--- config.mk ---
export PLATFORM = sky130hd
export DESIGN_NAME = motor_feedback_turn_tracker_unit
export DESIGN_NICKNAME = d
export VERILOG_FILES = /design/src/mftt_pkg.sv /design/src/motor_feedback_turn_tracker_unit.sv /design/src/mftt_cfg_regs.sv /design/src/mftt_slot_track.sv
export SDC_FILE = /design/constraint.sdc
export NUM_CORES = 1
export LEC_CHECK = 0
export BUFFER_PORTS_ARGS = -buffer_cell sky130_fd_sc_hd__clkbuf_2
export CAP_MARGIN = 25
export CORE_UTILIZATION = 45
export DETAILED_ROUTE_END_ITERATION = 10
export SLEW_MARGIN = 30
export SYNTH_ARGS = -nofsm -noshare
export SYNTH_HDL_FRONTEND = slang
export SYNTH_SLANG_ARGS = --single-unit
--- constraint.sdc ---
create_clock -name clk -period 22.9 [get_ports clk]
set_input_delay 2.29 -clock clk [delete_from_list [all_inputs] [get_ports clk]]
set_output_delay 2.29 -clock clk [all_outputs]
set_load 0.01 [all_outputs]
--- src/mftt_pkg.sv ---
// Package for the motor feedback turn tracker: field widths, slot count,
// item, result and configuration types. No dependencies.
package mftt_pkg;

  localparam int SLOT_COUNT = 8;
  localparam int SLOT_W     = (SLOT_COUNT > 1) ? $clog2(SLOT_COUNT) : 1;
  localparam int MASK_W     = 8;

  localparam int ID_W    = 11;
  localparam int ANGLE_W = 16;
  localparam int SPEED_W = 16;
  localparam int CURR_W  = 16;
  localparam int TEMP_W  = 8;
  localparam int TURN_W  = 24;
  localparam int POS_W   = 37;
  localparam int SIDX_W  = 3;

  localparam int IN_DATA_W  = 72;
  localparam int OUT_DATA_W = 88;
  localparam int CFG_IDX_W  = 2;
  localparam int CFG_DATA_W = 11;

  localparam logic [ID_W-1:0]   BASE_ID_RESET    = 11'h201;
  localparam logic [MASK_W-1:0] ENABLE_RESET     = 8'h00;
  localparam logic [TEMP_W-1:0] TEMP_LIMIT_RESET = 8'd100;

  localparam logic signed [ANGLE_W:0]  WRAP_STEP = 17'sd4096;
  localparam logic signed [TURN_W-1:0] TURN_MAX  = 24'sh7FFFFF;
  localparam logic signed [TURN_W-1:0] TURN_MIN  = 24'sh800000;

  typedef enum logic [CFG_IDX_W-1:0] {
    REG_BASE_ID    = 2'd0,
    REG_ENABLE     = 2'd1,
    REG_TEMP_LIMIT = 2'd2
  } cfg_reg_t;

  typedef struct packed {
    logic [ID_W-1:0]   base_identifier;
    logic [MASK_W-1:0] slot_enable_mask;
    logic [TEMP_W-1:0] temperature_limit;
  } cfg_t;

  typedef struct packed {
    logic [TEMP_W-1:0]         temperature_raw;
    logic signed [CURR_W-1:0]  current_raw;
    logic signed [SPEED_W-1:0] speed_raw;
    logic [ANGLE_W-1:0]        angle_raw;
    logic [ID_W-1:0]           frame_identifier;
  } item_t;

  typedef struct packed {
    logic                      hit;
    logic                      over_temperature;
    logic [TEMP_W-1:0]         temperature_out;
    logic signed [CURR_W-1:0]  current_out;
    logic signed [SPEED_W-1:0] speed_out;
    logic signed [POS_W-1:0]   extended_position;
    logic [SIDX_W-1:0]         slot_index;
  } result_t;

endpackage

--- src/motor_feedback_turn_tracker_unit.sv ---
// Top level of the motor feedback turn tracker: input register, slot tracker
// and result register. Depends on mftt_pkg, mftt_cfg_regs, mftt_slot_track.
//
//   channel   handshake              payload
//   s_axis    s_tvalid / s_tready    s_tdata: feedback frame
//   m_axis    m_tvalid / m_tready    m_tdata: result, m_tuser: hit
//   cfg       cfg_valid / cfg_ready  cfg_index, cfg_data
//
// One frame per cycle while the result side is not stalled; a frame passes
// from the input register through the slot state read-modify-write into the
// result register. Reset is synchronous and clears both valid flags,
// the configuration and all slot state. A stalled result holds while one more
// frame waits in the input register.
module motor_feedback_turn_tracker_unit
  import mftt_pkg::*;
(
  input  logic                  clk,
  input  logic                  rst,
  input  logic                  s_tvalid,
  output logic                  s_tready,
  // [10:0] frame_identifier, [26:11] angle_raw, [42:27] speed_raw,
  // [58:43] current_raw, [66:59] temperature_raw, [71:67] zero
  input  logic [IN_DATA_W-1:0]  s_tdata,
  output logic                  m_tvalid,
  input  logic                  m_tready,
  // [2:0] slot_index, [39:3] extended_position, [55:40] speed_out,
  // [71:56] current_out, [79:72] temperature_out, [80] over_temperature,
  // [87:81] zero
  output logic [OUT_DATA_W-1:0] m_tdata,
  // [0] hit
  output logic                  m_tuser,
  input  logic                  cfg_valid,
  output logic                  cfg_ready,
  input  logic [CFG_IDX_W-1:0]  cfg_index,
  input  logic [CFG_DATA_W-1:0] cfg_data
);

  cfg_t    cfg;
  item_t   item;
  logic    item_valid;
  logic    advance;
  result_t result;
  result_t result_q;

  mftt_cfg_regs u_cfg (
    .clk       (clk),
    .rst       (rst),
    .cfg_valid (cfg_valid),
    .cfg_ready (cfg_ready),
    .cfg_index (cfg_index),
    .cfg_data  (cfg_data),
    .cfg       (cfg)
  );

  assign advance  = item_valid && (!m_tvalid || m_tready);
  assign s_tready = !item_valid || advance;

  always_ff @(posedge clk) begin
    if (rst) begin
      item_valid <= 1'b0;
    end else if (s_tready) begin
      item_valid <= s_tvalid;
    end
  end

  always_ff @(posedge clk) begin
    if (s_tready && s_tvalid) begin
      item <= item_t'(s_tdata[$bits(item_t)-1:0]);
    end
  end

  mftt_slot_track u_track (
    .clk    (clk),
    .rst    (rst),
    .update (advance),
    .item   (item),
    .cfg    (cfg),
    .result (result)
  );

  always_ff @(posedge clk) begin
    if (rst) begin
      m_tvalid <= 1'b0;
    end else if (advance) begin
      m_tvalid <= 1'b1;
    end else if (m_tready) begin
      m_tvalid <= 1'b0;
    end
  end

  always_ff @(posedge clk) begin
    if (advance) begin
      result_q <= result;
    end
  end

  assign m_tuser = result_q.hit;
  assign m_tdata = {{(OUT_DATA_W - $bits(result_t) + 1){1'b0}},
                    result_q[$bits(result_t)-2:0]};

endmodule

--- src/mftt_cfg_regs.sv ---
// Configuration registers of the turn tracker.
// Depends on mftt_pkg.
module mftt_cfg_regs
  import mftt_pkg::*;
(
  input  logic                  clk,
  input  logic                  rst,
  input  logic                  cfg_valid,
  output logic                  cfg_ready,
  input  logic [CFG_IDX_W-1:0]  cfg_index,
  input  logic [CFG_DATA_W-1:0] cfg_data,
  output cfg_t                  cfg
);

  assign cfg_ready = 1'b1;

  always_ff @(posedge clk) begin
    if (rst) begin
      cfg.base_identifier   <= BASE_ID_RESET;
      cfg.slot_enable_mask  <= ENABLE_RESET;
      cfg.temperature_limit <= TEMP_LIMIT_RESET;
    end else if (cfg_valid) begin
      unique case (cfg_index)
        REG_BASE_ID:    cfg.base_identifier   <= cfg_data[ID_W-1:0];
        REG_ENABLE:     cfg.slot_enable_mask  <= cfg_data[MASK_W-1:0];
        REG_TEMP_LIMIT: cfg.temperature_limit <= cfg_data[TEMP_W-1:0];
        default: ;
      endcase
    end
  end

endmodule

--- src/mftt_slot_track.sv ---
// Per-slot state (seen flag, last angle, turn count), unwrap update and
// result formation for one registered item. Depends on mftt_pkg.
module mftt_slot_track
  import mftt_pkg::*;
(
  input  logic    clk,
  input  logic    rst,
  input  logic    update,
  input  item_t   item,
  input  cfg_t    cfg,
  output result_t result
);

  logic                      slot_seen  [SLOT_COUNT];
  logic [ANGLE_W-1:0]        last_angle [SLOT_COUNT];
  logic signed [TURN_W-1:0]  turn_count [SLOT_COUNT];

  logic [ID_W-1:0]           offset;
  logic [SLOT_W-1:0]         slot;
  logic                      hit;
  logic signed [ANGLE_W:0]   diff;
  logic signed [TURN_W-1:0]  turn_cur;
  logic signed [TURN_W-1:0]  turn_next;
  logic signed [POS_W-1:0]   turn_ext;
  logic signed [POS_W-1:0]   position;

  always_comb begin
    offset = item.frame_identifier - cfg.base_identifier;
    slot   = offset[SLOT_W-1:0];
    hit    = (item.frame_identifier >= cfg.base_identifier)
          && (offset < ID_W'(SLOT_COUNT))
          && (offset < ID_W'(MASK_W))
          && cfg.slot_enable_mask[offset[SIDX_W-1:0]];
  end

  always_comb begin
    turn_cur  = turn_count[slot];
    diff      = $signed({1'b0, item.angle_raw}) - $signed({1'b0, last_angle[slot]});
    turn_next = turn_cur;
    if (slot_seen[slot]) begin
      if (diff > WRAP_STEP) begin
        if (turn_cur != TURN_MIN) turn_next = turn_cur - TURN_W'(1);
      end else if (diff < -WRAP_STEP) begin
        if (turn_cur != TURN_MAX) turn_next = turn_cur + TURN_W'(1);
      end
    end
    turn_ext = POS_W'(turn_next);
    position = $signed({{(POS_W-ANGLE_W){1'b0}}, item.angle_raw})
             + (turn_ext <<< 13) - turn_ext;
  end

  always_ff @(posedge clk) begin
    if (rst) begin
      for (int s = 0; s < SLOT_COUNT; s++) begin
        slot_seen[s]  <= 1'b0;
        last_angle[s] <= '0;
        turn_count[s] <= '0;
      end
    end else if (update && hit) begin
      slot_seen[slot]  <= 1'b1;
      last_angle[slot] <= item.angle_raw;
      turn_count[slot] <= turn_next;
    end
  end

  always_comb begin
    result = '0;
    if (hit) begin
      result.hit               = 1'b1;
      result.slot_index        = offset[SIDX_W-1:0];
      result.extended_position = position;
      result.speed_out         = item.speed_raw;
      result.current_out       = item.current_raw;
      result.temperature_out   = item.temperature_raw;
      result.over_temperature  = item.temperature_raw > cfg.temperature_limit;
    end
  end

endmodule

==> results.md <==
- Worst Setup Path Type: reg2reg
- Dpl hpwl: 45,600 um
- FP Rows: 87
- Full die area: 57,900 um^2
- Routed length on met3: 5180 um
- Power Dens Cells: just under 100 nW/um^2
- Post-synth EDFFs: around 470
- Synth warn: 0
- Worst EP arrival: between 10 and 15 ns
- Nets: approximately 2,500
- Vias: 18,000
- RSZ-0062 raised after global routing: no
- Largest net degree at the start of global routing: 96
- Post-synthesis instance total: 2,191
- Drt wl/cell: 23.0 um
- Power share of the sequential group: 37.9%
- Hold crit path type: reg2reg
- Hold Path Stages: 2
- CTS tree: built
- Post-route ant nets: 0
- WHS: 0.456 ns
- Area delta synth->final: 13.3%
- CTS Root Cell: clkbuf_16
- Max Used Layer: met4
- Worst Path Max Fanout: 64
- Critical Path Slowest Stage Cell: fa_4
- Hold Startpoint: u_cfg.cfg[18]$_SDFFE_PP0P_
- WL met2: 34,700 um
- Gr usage total: about a quarter
- Startpoint types: register
- Final min period: 11.95 ns
- Final setup viols: 0
- Core area: ~56,000 um^2
- Maximum clock rate: ~0.084 GHz
- Routed met1 length: slightly above 30,000 um
- # DRC: 0
- Comb power frac: 31.1%
- Num Clock Sinks: 506
- Setup Fix Bufs, Post-CTS: 0
- Reg-to-reg startpoint: item[0]$_DFFE_PP_
- Mapped Area: roughly 26,000 um^2
- Initial DRC Count: ~1,500
- # IOs: 182
- Final Max Tran Viols: 0
- First-pass GRT wire length: ~110,000 um
- Psw: roughly 930 uW
- Fillers: about 4,900
- Peak supply drop: 0.0663 mV
- Clock power frac: 31.0%
- Required @ worst endpoint: 23.25 ns
- Total CTS buffers: 52
- Clk buf depth: 3
- Net Sw Frac: 33.3%
- Vert. Die Dim: 241 um
- Post-CTS Hold Buffers: 0
- H-tree depth: 2
- Register area share after synthesis: around 58%
- Vias in the first global route: ~18,000
- WL final: about 70,000 um
- Global route overflow: 0
- Final Hold Fails: 0
- Relative slew slack: 32.1%
- Worst-Skew Late Latency: 0.63 ns
- GPL Wtd Cong: 0.880
- Maxcap violations: 0
- Pleak: 11.7 nW
- Synth Flop Type: edfxtp_1
- Ant. Diodes: 0
- Internal power: around 1.9 mW
- Crit end category: register
- #FFs+latches synth: roughly 510
- Setup Skew: 0.0309 ns
- Cell variety after synth: 92
- Critical Path Source: item[0]$_DFFE_PP_
- Slew at the pin closest to its max-slew limit: 1.01 ns
- Largest stage delay, worst path: between 1 and 1.5 ns
- TritonRoute pass-1 iters: 5
- Status: finished, final reports clean
- Post-cts resize count: 0
- Syn avg cell area: 11.7 um^2
- Worst reg2reg path depth: 35
- Period utilisation layout: about 52%
- Initial antenna violation count: 0
- Initial Util: between 40% and 50%
- Die width: 241 um
- Register area: 14,800 um^2
- Worst-path clk slew: 0.06 ns
- Layout cell share with drive strength beyond 1: between 10% and 20%
- Average vias per placed instance: 5.74
- Post-synth ARST share: 0%
- Area of the multi-input gates: 10,000 um^2
- CP dominant cell by count: o21ai_0
- IO Port Bufs: 168
- Final TNS setup: 0 ns
[per-layer routing]
metal	up-vias	GRT usage, %
met5	-	0
met4	0	7.68
met3	106	4.68
met2	625	41.4
met1	8942	32.9
li1	8341	-
[power groups by stage]
stage                     clock (mW)  combinational (mW)  sequential (mW)
after floorplan                    0               0.619             1.08
after global placement             0               0.847             1.08
after detailed placement           0               0.855             1.08
after CTS                      0.877               0.862             1.06
after global routing           0.910               0.950             1.06
final                          0.865               0.868             1.06
[synth_stat cells, types with 8 or more instances]
master | number | share of area (%)
mux2i_1 | 66 | 2.6
nand2b_1 | 23 | 0.56
xnor2_1 | 38 | 1.3
nor2_1 | 326 | 4.8
o21a_1 | 8 | 0.23
a21oi_1 | 85 | 1.7
a211o_1 | 9 | 0.31
buf_4 | 14 | 0.41
nand3_1 | 54 | 1.1
a31oi_1 | 10 | 0.24
and3_1 | 126 | 3.1
mux4_2 | 22 | 1.9
a21o_1 | 36 | 1.1
a211oi_1 | 9 | 0.26
xor2_1 | 34 | 1.2
nor3_1 | 35 | 0.68
nand2_1 | 116 | 1.7
nor4_1 | 20 | 0.49
nand3b_1 | 15 | 0.44
edfxtp_1 | 469 | 55
and2_1 | 62 | 1.5
a22oi_1 | 11 | 0.32
clkbuf_1 | 83 | 1.2
or3_1 | 19 | 0.46
dfxtp_1 | 37 | 2.9
nor3b_1 | 8 | 0.23
nor2b_1 | 9 | 0.22
o22ai_1 | 25 | 0.61
inv_1 | 68 | 1.0
o21ai_0 | 63 | 1.2
buf_2 | 24 | 0.47
ha_1 | 95 | 4.6
or2_2 | 8 | 0.20
[cells in the final DEF, fill, tap and decap left out, types with 8 or more instances in the layout]
cell type	netlist	routed
a211o_1	9	9
a211oi_1	9	9
a21o_1	36	36
a21oi_1	85	85
a22oi_1	11	11
a31oi_1	10	10
and2_1	62	61
and3_1	126	126
buf_4	14	52
clkbuf_1	83	17
clkbuf_16	0	52
clkbuf_2	0	168
clkinv_1	3	10
conb_1	2	8
dfxtp_1	37	37
edfxtp_1	469	469
ha_1	95	94
inv_1	68	68
mux2i_1	66	66
mux4_2	22	22
nand2_1	116	113
nand2b_1	23	15
nand3_1	54	54
nand3b_1	15	15
nor2_1	326	324
nor2b_1	9	8
nor3_1	35	35
nor4_1	20	20
o21a_1	8	8
o21ai_0	63	62
o22ai_1	25	25
or2_2	8	8
or3_1	19	19
xnor2_1	38	35
xor2_1	34	34
[sequential cells by signal, indices dropped and copies added (netlist names)]
name                cells
item                   67
item_valid              1
m_tdata                81
m_tuser                 1
m_tvalid                1
u_cfg.cfg              27
u_track.last_angle    128
u_track.slot_seen       8
u_track.turn_count    192
[area by class of cell]
| cell class | instances | area share, % |
|---|---|---|
| clock inverter | 22 | 0.970 |
| inverter | 72 | 0.931 |
| timing repair buffer | 220 | 4.24 |
| clock buffer | 75 | 4.99 |
| tap | 756 | 3.26 |
| sequential | 506 | 51.1 |
| multi-input combinational | 1485 | 34.5 |
[logic make-up (layout without fill, tap and decap cells)]
group	count (synthesis)	in the layout	share of synthesized area (%)
adder cells (fa/ha/maj)	100	100	5.03
multiplexers	95	95	4.84
other	2	8	0.0293
buffers and inverters	206	389	3.52
XOR/XNOR	79	79	3.00
AO/OA/AOI/OAI	342	342	8.94
AND/OR/NAND/NOR	861	861	16.8
flip-flops	506	506	57.9
[worst max-delay path, delay by kind of cell, from the launching register on]
family                   cells  cell delay [ns]
AO/OA/AOI/OAI               18             6.02
XOR/XNOR                     1             0.21
buffers and inverters        4             1.16
flip-flops                   1             0.37
adder cells (fa/ha/maj)      6             2.56
AND/OR/NAND/NOR              6             1.34
[worst paths after layout]
path,end,slack [ns]
worst min register to register,u_cfg.cfg[18]$_SDFFE_PP0P_,0.46
worst max register to register,m_tdata[36]$_SDFFCE_PN0P_,10.95
worst max-delay path,m_tdata[36]$_SDFFCE_PN0P_,10.95
worst min-delay path,u_cfg.cfg[18]$_SDFFE_PP0P_,0.46
[stage by stage]
stage          setup slack [ns]  instance area, um^2  total power [mW]  instances  util (%)
4_1_cts                   11.08                29000              2.80       3136      51.6
6_report                  10.95                29000              2.79       3136      51.6
3_5_place_dp              11.16                27300              1.93       3039      48.5
5_1_grt                   10.44                29000              2.92       3136      51.6
3_3_place_gp              11.28                27300              1.92       3039      48.5
2_1_floorplan             13.33                25600              1.70       2197         -
Power figures use the tool's default switching activity.
